### src/design/arcpr_div.sv
module arcpr_div #(
	parameter int W = 8
) (
	input  logic         clk,
	input  logic         arst_n,
	input  logic         start,
	input  logic [W-1:0] dividend,
	input  logic [W-1:0] divisor,
	output logic         done,
	output logic [W-1:0] quotient
);

	localparam int CNTW = $clog2(W + 1);

	logic            busy_q;
	logic            done_q;
	logic [CNTW-1:0] cnt_q;
	logic [W-1:0]    rem_q;
	logic [W-1:0]    quo_q;
	logic [W:0]      rem_sh;
	logic [W:0]      diff;
	logic            ge;

	assign rem_sh = {rem_q, quo_q[W-1]};
	assign ge = rem_sh >= {1'b0, divisor};
	assign diff = rem_sh - {1'b0, divisor};

	always_ff @(posedge clk or negedge arst_n) begin
		if (!arst_n) begin
			busy_q <= 1'b0;
			done_q <= 1'b0;
			cnt_q <= '0;
			rem_q <= '0;
			quo_q <= '0;
		end else begin
			done_q <= !start && busy_q && (cnt_q == CNTW'(1));
			if (start) begin
				busy_q <= 1'b1;
				cnt_q <= CNTW'(W);
				rem_q <= '0;
				quo_q <= dividend;
			end else if (busy_q) begin
				rem_q <= ge ? diff[W-1:0] : rem_sh[W-1:0];
				quo_q <= {quo_q[W-2:0], ge};
				cnt_q <= cnt_q - CNTW'(1);
				if (cnt_q == CNTW'(1)) begin
					busy_q <= 1'b0;
				end
			end
		end
	end

	assign done = done_q;
	assign quotient = quo_q;

endmodule

### config.mk
export PLATFORM = sky130hd
export DESIGN_NAME = arcpr_div
export DESIGN_NICKNAME = d
export VERILOG_FILES = /design/src/design/arcpr_div.sv
export SDC_FILE = /design/constraint.sdc
export NUM_CORES = 1
export LEC_CHECK = 0
export ABC_AREA = 0
export BUFFER_PORTS_ARGS = -buffer_cell sky130_fd_sc_hd__buf_2
export CORE_UTILIZATION = 48
export DETAILED_ROUTE_END_ITERATION = 7
export PLACE_DENSITY = 0.71
export SYNTH_ARGS = -nofsm -noshare
export SYNTH_HDL_FRONTEND = slang
export SYNTH_SLANG_ARGS = --single-unit
### constraint.sdc
create_clock -name clk -period 2.4 [get_ports clk]
set_input_delay 0.48 -clock clk [delete_from_list [all_inputs] [get_ports clk]]
set_output_delay 0.48 -clock clk [all_outputs]
set_load 0.01 [all_outputs]
Word level (Yosys, flattened, before mapping)

Index checks and enable logic that the tools add are counted.

Add/sub/neg operators: 2
Magnitude comparators: 1
Equality and inequality tests: 1
Multiplexer cells: 10
Reductions and logical operators: 4

Operator list:

| cell                | count |
|---|---|
| $mux 8              | 5 |
| $ge 9x8->1          | 1 |
| $mux 4              | 2 |
| $sub 8x8->8         | 1 |
| $eq 4x1->1 const B  | 1 |
| $sub 4x1->4 const B | 1 |
| $mux 1              | 3 |
| $logic_and 1x1->1   | 2 |
| $reduce_bool 2->1   | 1 |
| $logic_not 1->1     | 1 |

Bits in registers: 22
Input port bits: 19
Output and inout bits: 9

Longest topological paths before layout

Gate-level depths: netlist of the first run.

Depth after elaboration: 4
Depth in mapped cells: 10
Gate-level depth less buffers: 8

Least setup slack after synthesis of the first run

Ideal clock, no wire load.

Path kind: input to register
Start point: input divisor[5]
End point: register rem_q[5]
Library setup time: 127 ps
Data arrival time: 2001 ps
Data required time: 2273 ps
Path slack: 272 ps
Cell stages on the path: 10
Cell sequence: inv_1 -> ha_1 -> buf_2 -> o211a_1 -> o21ai_1 -> a21o_1 -> buf_6 -> and2_4 -> buf_6 -> a311o_1

Word-level cells in the longest chain between the ends: 4

RTL lines:

| element                                   | RTL line | RTL |
|---|---|---|
| from (decl)                               | 8        | `input logic [W-1:0] divisor,` |
| $sub 8x8->8 or $ge 9x8->1 (tied branches) | 26, 25   |  |
| $mux 8 (*)                                | 43       | `rem_q <= ge ? diff[W-1:0] : rem_sh[W-1:0];` |
| $mux 8 (*)                                | 42       | `end else if (busy_q) begin` |
| $mux 8 (*)                                | 37       | `if (start) begin` |
| to (signal assigned)                      | 43       |  |
| to (decl)                                 | 18       | `logic [W-1:0] rem_q;` |

Every way passes the cells marked *; elsewhere a longest branch is shown, timed or not. The select of a mux whose other input is x is not followed.
A chain may end at the register's enable or synchronous reset.

Final worst setup path of the first run

Start point: register rem_q[4]
End point: register rem_q[5]

Word-level cells in the longest chain between the ends: 4

RTL lines:

| element                                   | RTL line |
|---|---|
| $sub 8x8->8 or $ge 9x8->1 (tied branches) | 26, 25 |
| $mux 8 (*)                                | 43 |
| $mux 8 (*)                                | 42 |
| $mux 8 (*)                                | 37 |

Marked as above.

==> reports/metrics.yaml, run 1 <==
floorplan:
  core_area_sq_um: 2850
  row_count: 19
  io_pins: 28
  initial_core_util: 0.525
  die_area_sq_um: 3350
  die_y_um: 57.9
  fp.dieW_um: 57.9
pwr:
  power_density_nw_per_um2: 933
  power_mw: 1.57
  ir_drop_mv: 0.475
  leakagePower_nw: 0.860
clock_network:
  clk_pin_slew_ns: 0.12
  clock_latency_ns: 0.30
  clock-sinks: 22
  ctsHoldBuffers: 0
  cts_setup_buffers: 0
  htreeDepth: 1
  post_cts_resized: 0
  cts_tree: "done"
  cts_made_buffers: 3
  cts_buffer_depth: 2
  cts_root_buffer: "clkbuf_4"
outcome:
  violations: "DRC"
  outcome: "complete, but fails checks"
logic_synthesis:
  yosys.area.top_type_share: 0.367
  ys_seq_area_frac: 0.367
  syn-num-nets: 197
  ys_warn_count: 0
  ys_top_cells_by_area: "dfrtp_1 (37%), ha_1 (8.3%), mux2i_1 (6.0%)"
  synth-edff-count: 0
  synth_xor_area_frac: 0.0292
  synth_seq_cells: 22
  synth-compound-area-share: 0.181
  synth_ff_type: "dfrtp_1"
  synth_top_area_cell: "dfrtp_1"
  synthSimpleGateAreaFrac: 0.196
  synth_mux_area_frac: 0.0676
  synthCells: 167
  ys_types: 42
  synth_top_family_by_area: "simple AND/OR/NAND/NOR gates"
  avgSynthCellArea_sq_um: 8.98
  synth.cell_area_sq_um: 1500
  synthAdderAreaFrac: 0.0968
  async_reset_ff_frac: 1.00
global_route:
  grt_pass1_vias: 1266
  grt_pass1_wl_um: 5600
  grt_overflow: 0
  grt_usage: 0.216
  grt_max_degree: 26
  antenna_found_initial: 0
placement:
  dp_slack_ns: -0.0205
  portBuffers: 27
  dp_hpwl_um: 2470
  placed_cell_area_sq_um: 1660
  placed_cells: 222
  routabilityCongestion: 0.884
flow_run:
  cap_viol_max_count: 0
layout:
  final_cell_area_sq_um: 1690
  nets: 226
  antenna_cells: 0
  drive_above_1_share: 0.201
  layoutNonFillerInstCount: 225
  synthToLayoutAreaGrowth_pct: 12.4
route:
  firstDrtPassIters: 6
  drc_errors: 1
  drtAntennaViolNets: 0
  drtIter0Drc: 51
  post_drt_wl_per_cell_um: 14.4
  vias_per_cell: 5.82
  wl_um: 3240
  route.vias.total: 1310
sta:
  finalSetupViolCount: 0
  max_freq_ghz: 0.442
  slew_headroom: 0.590
  min_period_ns: 2.26
  fin_ws_ns: 0.140
  fin_crit_sh: 0.942
  tns_ns: 0
  hold_viol: 0
  rsz0062_at_grt: "false"
  fin_skew_ns: 0.00932
  slew_violations: 0
  tightest_slew_ns: 0.599
critical_path:
  worst_setup_path_start_kind: "flop"
  endpoint_kind: "flop"
  crit_arrival_ns: 2.45
  cp.required_ns: 2.59
  path_class: "flop to flop"
  crit_fanout: 9
worst_hold_path:
  hold_class: "primary input to async pin"
kinds of logic after synthesis:
| family | after synthesis |
|---|---|
| xor gates and xnor gates | 5 |
| AOI/OAI and AO/OA | 39 |
| muxes | 10 |
| adders and majority gates | 11 |
| buffers and inverters | 20 |
| DFF | 22 |
| and+or+nand+nor | 60 |
worst paths after layout:
kind	startpoint	endpoint	slack (ns)	cells past startpoint
max	rem_q[4]	rem_q[5]	0.14	5
min	arst_n	cnt_q[3]	0.11	1
max reg2reg	rem_q[4]	rem_q[5]	0.14	5
min reg2reg	cnt_q[3]	cnt_q[3]	0.55	2
max in group asynchronous	arst_n	rem_q[5]	1.95	1
min in group clk	dividend[5]	quotient[5]	0.38	3
cell usage in the layout (no fill, tap or decap), drive strengths merged, types with 3 or more instances in the layout:
cell    instances
buf            32
dfrtp          22
nand2          18
nor2           14
inv            12
o21ai          12
ha             10
mux2i           9
nor2b           7
nand4           5
nand2b          4
a21oi           4
nor3            4
o311ai          4
a21o            3
xnor2           3
clkbuf          3
and2            3
sequential cells by signal, indices dropped and copies added, names as in the netlist:
signal,flops
cnt_q,4
quotient,8
rem_q,8
busy_q,1
done,1
cell usage after synthesis (all sizes together), types with 2 or more instances:
master,count
a21o,3
nor2,14
nand3,2
and2,3
nand4,5
o21a,2
nand2,18
ha,10
buf,6
mux2i,9
xor2,2
inv,12
nor3,4
a311o,2
nand2b,4
o311ai,4
clkbuf,2
nor2b,7
a311oi,2
dfrtp,22
o21ai,12
a221oi,2
a21oi,4
xnor2,3
stage by stage:
step / util / hold slack (ns)
after global routing: 0.591 / 0.133
after detailed placement: 0.583 / 0.469
after global placement: 0.583 / 0.469
after floorplan: - / 0.184
after CTS: 0.591 / 0.130
final: 0.591 / 0.111
report_power, final:
part / switching [mW] / internal, mW
logic: 0.451 / 0.389
registers: 0.0952 / 0.472
clock network: 0.107 / 0.0586
total: 0.653 / 0.919
cell type report:
class                   instances  area [sq um]
clock buffers                   3          22.5
flip-flops and latches         22           551
repair buffers                 32           173
inverters                      12          45.0
fillers                       283          1170
multi-input cells             125           856
well taps                      31          38.8
critical path: stages (launching register included):
cell and delay [ns]:
dfrtp_1 0.44, ha_1 0.25, a2111oi_0 0.59, a21o_1 0.40, a221oi_1 0.16, a311o_1 0.29
per-layer routing:
metal  up-vias  track usage  share of wire
li1        647            -              -
met1       619        0.276           0.46
met2        42        0.373           0.48
met3         2       0.0469          0.055
met4         0       0.0476         0.0053
met5         -            0              0
No activity file was read; power rests on OpenSTA's default activity.
==> run 2, diff against run 1 <==
==> constraint.sdc (replaced) <==
create_clock -name clk -period 2.4 [get_ports clk]
set_input_delay 0.24 -clock clk [delete_from_list [all_inputs] [get_ports clk]]
set_output_delay 0.24 -clock clk [all_outputs]
set_load 0.01 [all_outputs]
==> run 2 against run 1 <==
  * The flow still finishes with violations (DRC)
  * Final area about the same
  * Hold slack improved by 0.0011 ns
  * Utilization about the same
  * Clock-buffer cell count increased by 1
  * Global-route usage increased by 0.65 points
  * Register-to-register slack got worse by 0.02 ns
  * Sequential share of layout area about the same
  * First-iteration DRC count decreased by 49%
  * Die area unchanged
  * Non-clock buffer count decreased by 2
  * Cell count decreased by 0.44%
  * Largest power group unchanged
  * Highest routed layer unchanged
==> reports/metrics.yaml, run 2 (synthesis gave the netlist of run 1 again) <==
outcome:
  outcome: "complete, but fails checks"
  violations: "DRC"
route:
  drc_errors: 1  # unchanged
  drtAntennaViolNets: 0  # unchanged
  route.vias.total: 1263  # -3.6%
  post_drt_wl_per_cell_um: 14.4  # +0.10%
  wl_um: 3220  # -0.34%
  vias_per_cell: 5.64  # -3.2%
  drtIter0Drc: 26  # -49%
  firstDrtPassIters: 6  # unchanged
layout:
  layout_commonest_cell: "buf_2"
  final_util: 0.591  # about the same
  fillCellCount: 266  # -6.0%
  drive_above_1_share: 0.192  # -0.00932
  nets: 224  # -0.88%
  synthToLayoutAreaGrowth_pct: 12.5  # about the same
  antenna_cells: 0  # unchanged
  final_cell_mix: "buf_2 (27), dfrtp_1 (22), nand2_1 (18), nor2_1 (14), inv_1 (12)"
critical_path:
  startpoint: "rem_q[5]"
  critPathTopFamily: "compound AO/OA/AOI/OAI gates"
  path_cells: "ha_1, a2111oi_0, a21o_1, a221oi_1, a311o_1"
  r2r_cells: 5  # unchanged
  rrSetupSlack_ns: 0.12  # -0.02 ns
  r2r-end: "rem_q[6]"
  cp_num_buf_inv: 0  # unchanged
  worst_setup_path_start_kind: "flop"
  r2r_start: "rem_q[5]"
  path_class: "flop to flop"
  cp.required_ns: 2.60  # about the same
  crit_slowest_cell: "a2111oi_0"
  slowest_delay_ns: 0.57  # -0.02 ns
  crit_arrival_ns: 2.48  # +0.03 ns
  endpoint_kind: "flop"
  crit_fanout: 9  # unchanged
sta:
  finalSetupViolCount: 0  # unchanged
  slew_violations: 0  # unchanged
  hold_viol: 0  # unchanged
  max_freq_ghz: 0.438  # -0.96%
  fin_crit_sh: 0.951  # +0.00917
  slew_headroom: 0.583  # -0.00694
  rsz0062_at_grt: "false"
  tns_ns: 0  # unchanged
  tightest_slew_ns: 0.624  # +0.0246 ns
  fin_skew_ns: 0.0202  # +0.0109 ns
  min_period_ns: 2.28  # +0.0220 ns
pwr:
  power_density_nw_per_um2: 943  # +1.1%
  comb_power_share: 0.516  # -0.018
  swShare: 0.411  # -0.00394
  leakagePower_nw: 0.857  # -0.36%
  internal_power_mw: 0.936  # +1.9%
  p_switching_mw: 0.655  # +0.23%
  pwr-share-clk: 0.133  # +0.028
  seq_power_share: 0.351  # -0.010
  ir_drop_mv: 0.489  # +2.8%
floorplan:
  io_pins: 28  # unchanged
  core_area_sq_um: 2850  # unchanged
  die_y_um: 57.9  # unchanged
  fp.dieW_um: 57.9  # unchanged
  row_count: 19  # unchanged
  die_area_sq_um: 3350  # unchanged
  initial_core_util: 0.525  # unchanged
global_route:
  grt_usage: 0.222  # +0.00651
  antenna_found_initial: 0  # unchanged
  grt_max_degree: 26  # unchanged
  grt_overflow: 0  # unchanged
  grt_pass1_vias: 1292  # +2.1%
  grt_pass1_wl_um: 5770  # +3.0%
clock_network:
  clk_pin_slew_ns: 0.14  # +0.02 ns
  cts_made_buffers: 3  # unchanged
  cts_buffer_depth: 2  # unchanged
  cts_root_buffer: "clkbuf_4"
  post_cts_resized: 0  # unchanged
  clock-sinks: 22  # unchanged
  htreeDepth: 1  # unchanged
  clock_latency_ns: 0.32  # +0.02 ns
  ctsHoldBuffers: 1  # +1
  cts_setup_buffers: 0  # unchanged
  cts_tree: "done"
worst_hold_path:
  hold_class: "primary input to flop"
  hold_start: "dividend[2]"
  min_path_cells: 3
  min_to: "quotient[2]"
placement:
  portBuffers: 27  # unchanged
  routabilityCongestion: 0.807  # -8.7%
  dp_hpwl_um: 2420  # -1.8%
flow_run:
  cap_viol_max_count: 0  # unchanged
## run 2: metal layers
metal / vias up / wire length, um / part of all wire / track usage
met4: 0 / 5 / 0.0016 / 0.0374
met2: 33 / 1580 / 0.49 / 0.373
li1: 646 / - / - / -
met5: - / 0 / 0 / 0
met3: 2 / 159 / 0.049 / 0.0513
met1: 582 / 1480 / 0.46 / 0.298
## run 2: area by class of cell
cell class / count / area [sq um] / share of cell area
Timing Repair Buffer: 30 / 160 / 0.0950
Tap cell: 31 / 38.8 / 0.0230
Clock buffer: 4 / 36.3 / 0.0215
Multi-Input combinational cell: 125 / 856 / 0.507
Inverter: 12 / 45.0 / 0.0267
Sequential cell: 22 / 551 / 0.326
## run 2: tightest hold or removal path, stage by stage
cell	delay, ns
buf_2	0.07
nand2_1	0.04
o21ai_0	0.06
## run 2: stage by stage
stage / power [mW] / instance area [sq um] / setup slack, ns / hold WS [ns] / std cells
finish: 1.59 / 1690 / 0.118 / 0.112 / 224
global route: 1.73 / 1690 / 0.0197 / 0.131 / 224
CTS: 1.59 / 1690 / 0.150 / 0.111 / 224
detailed placement: 1.38 / 1640 / 0.213 / 0.236 / 219
global placement: 1.34 / 1640 / 0.281 / 0.229 / 219
floorplan: 1.19 / 1500 / 0.387 / -0.0556 / 167
## run 2: worst max path at each step
stage	depth (start not counted)	slack, ns	to
global placement	8	0.28	rem_q[6]
finish	5	0.12	rem_q[6]
detailed placement	5	0.21	rem_q[5]
global route	5	0.02	rem_q[6]
CTS	5	0.15	rem_q[6]
floorplan	8	0.39	rem_q[6]
## run 2: power by group through the flow
stage	logic, mW	clock network [mW]	registers (mW)
after global placement	0.777	0	0.564
after global routing	0.926	0.229	0.574
after floorplan	0.636	0	0.554
after detailed placement	0.809	0	0.567
final	0.821	0.212	0.559
after CTS	0.816	0.216	0.559
==> run 3, diff against run 2 <==
--- a/config.mk
+++ b/config.mk
@@ -9,7 +9,7 @@
 export BUFFER_PORTS_ARGS = -buffer_cell sky130_fd_sc_hd__buf_2
 export CORE_UTILIZATION = 48
 export DETAILED_ROUTE_END_ITERATION = 7
-export PLACE_DENSITY = 0.71
+export PLACE_DENSITY_LB_ADDON = 0.15
 export SYNTH_ARGS = -nofsm -noshare
 export SYNTH_HDL_FRONTEND = slang
 export SYNTH_SLANG_ARGS = --single-unit
==> constraint.sdc (replaced) <==
create_clock -name clk -period 2.4 [get_ports clk]
set_input_delay 0.12 -clock clk [delete_from_list [all_inputs] [get_ports clk]]
set_output_delay 0.12 -clock clk [all_outputs]
set_load 0.01 [all_outputs]
==> run 3 against run 2 <==
  * The run now ends clean
  * Critical path depth stayed put
  * Flip-flop and latch count stayed put
  * Hold slack worse by 0.11 ns
  * Clock power is 35% higher
  * Sequential power hardly changed
  * Global-route usage is 1.3 points lower
  * Non-clock buffer count stayed put
  * Routed wire length is 0.65% higher
  * Worst setup slack better by 0.056 ns
  * Cell count stayed put
  * Register-to-register slack better by 0.06 ns
  * Final area is 0.96% higher
  * Highest routed layer unchanged
==> reports/metrics.yaml, run 3 (synthesis gave the netlist of run 1 again) <==
outcome:
  outcome: "finished, final reports clean"
floorplan:
  die_y_um: 57.9  # unchanged
  fp.dieW_um: 57.9  # unchanged
  die_area_sq_um: 3350  # unchanged
  io_pins: 28  # unchanged
  initial_core_util: 0.525  # unchanged
  row_count: 19  # unchanged
  core_area_sq_um: 2850  # unchanged
critical_path:
  worst_setup_path_start_kind: "flop"
  path_class: "flop to flop"
  cp.required_ns: 2.60  # about the same
  crit_arrival_ns: 2.43  # -0.05 ns
  crit_fanout: 9  # unchanged
  endpoint_kind: "flop"
sta:
  slew_violations: 0  # unchanged
  finalSetupViolCount: 0  # unchanged
  fin_ws_ns: 0.173  # +0.0556 ns
  slew_headroom: 0.593  # +0.0101
  fin_crit_sh: 0.928  # -0.0232
  rsz0062_at_grt: "false"
  min_period_ns: 2.23  # -0.0556 ns
  tightest_slew_ns: 0.609  # -0.0151 ns
  max_freq_ghz: 0.449  # +2.5%
  tns_ns: 0  # unchanged
  hold_viol: 0  # unchanged
  fin_skew_ns: 0.00588  # -0.0143 ns
layout:
  nets: 224  # unchanged
  layout_commonest_cell: "buf_2"
  drive_above_1_share: 0.192  # unchanged
  final_cell_mix: "buf_2 (27), dfrtp_1 (22), nand2_1 (18), nor2_1 (14), inv_1 (12)"
  antenna_cells: 0  # unchanged
  layoutNonFillerInstCount: 224  # unchanged
  final_cell_area_sq_um: 1700  # +0.96%
  synthToLayoutAreaGrowth_pct: 13.6
worst_hold_path:
  hold_class: "primary input to flop"
pwr:
  seq_power_share: 0.336  # -0.015
  pwr-share-clk: 0.172  # +0.039
  leakagePower_nw: 0.864  # +0.81%
  power_density_nw_per_um2: 979  # +3.8%
  internal_power_mw: 1.01  # +8.0%
  p_switching_mw: 0.656  # +0.20%
  ir_drop_mv: 0.509  # +4.1%
  swShare: 0.393  # -0.0180
  comb_power_share: 0.492  # -0.024
placement:
  routabilityCongestion: 0.896  # +11%
  placed_cell_area_sq_um: 1640  # unchanged
  portBuffers: 27  # unchanged
  placed_cells: 219  # unchanged
  dp_slack_ns: 0.193  # -0.0196 ns
  dp_hpwl_um: 2370  # -2.2%
flow_run:
  cap_viol_max_count: 0  # unchanged
clock_network:
  htreeDepth: 1  # unchanged
  cts_setup_buffers: 0  # unchanged
  cts_buffer_depth: 2  # unchanged
  clock_latency_ns: 0.31  # about the same
  clk_pin_slew_ns: 0.13  # about the same
  cts_tree: "done"
  cts_root_buffer: "clkbuf_4"
  clock-sinks: 22  # unchanged
  cts_made_buffers: 3  # unchanged
route:
  wl_um: 3250  # +0.65%
  drtAntennaViolNets: 0  # unchanged
  drtIter0Drc: 40  # +54%
  post_drt_wl_per_cell_um: 14.5  # +0.65%
  drc_errors: 0  # -1
  route.vias.total: 1285  # +1.7%
  firstDrtPassIters: 4  # -2
  vias_per_cell: 5.74  # +1.7%
global_route:
  grt_pass1_vias: 1171  # -9.4%
  grt_max_degree: 26  # unchanged
  antenna_found_initial: 0  # unchanged
  grt_pass1_wl_um: 5440  # -5.6%
  grt_usage: 0.209  # -0.0134
  grt_overflow: 0  # unchanged
==> run 3: layer usage <==
metal	wire, um	vias to the layer above	global-route usage
met5	0	-	0
met4	17	0	0.0306
met3	145	3	0.0313
met2	1460	33	0.340
met1	1620	602	0.302
li1	-	647	-
==> run 3: power groups by stage <==
stage | Sequential [mW] | Combinational [mW] | Clock, mW
floorplan | 0.554 | 0.636 | 0
global placement | 0.564 | 0.787 | 0
detailed placement | 0.569 | 0.807 | 0
CTS | 0.560 | 0.821 | 0.292
global route | 0.574 | 0.924 | 0.303
finish | 0.560 | 0.820 | 0.287
==> run 3: timing repair <==
item,CTS,global route
hold endpoints to repair,22,0
hold buffers,1,0
resized for setup,0,0
==> run 3: critical path, stage by stage, from the launching register on <==
cell and delay [ns]:
dfrtp_1 0.42, ha_1 0.36, a2111oi_0 0.53, a21o_1 0.39, a221oi_1 0.14, a311o_1 0.28
==> run 3: final cells by class <==
class                      instances  area, sq um
multi-input combinational        125          856
clock inverter                     1         30.0
fill                             263         1150
sequential                        22          551
clock buffer                       3         22.5
tap                               31         38.8
inverter                          12         45.0
timing repair buffer              30          160
==> run 3: path summary, 6_finish.rpt <==
path | from | endpoint | slack, ns | cells after the start
min in group asynchronous | arst_n | cnt_q[2] | 0.29 | 2
max in group asynchronous | arst_n | rem_q[5] | 1.76 | 2
hold reg to reg | rem_q[7] | rem_q[7] | 0.56 | 2
setup reg to reg | rem_q[5] | rem_q[5] | 0.17 | 5
hold / removal | dividend[1] | quotient[1] | 0.002 | 3
setup / recovery | rem_q[5] | rem_q[5] | 0.17 | 5
==> run 3: per-stage QoR <==
stage	hold slack, ns	utilization	power (mW)
3_3_place_gp	0.107	0.575	1.35
4_1_cts	0.00136	0.597	1.67
3_5_place_dp	0.112	0.575	1.38
5_1_grt	0.000316	0.597	1.80
6_report	0.00156	0.597	1.67
2_1_floorplan	-0.176	-	1.19
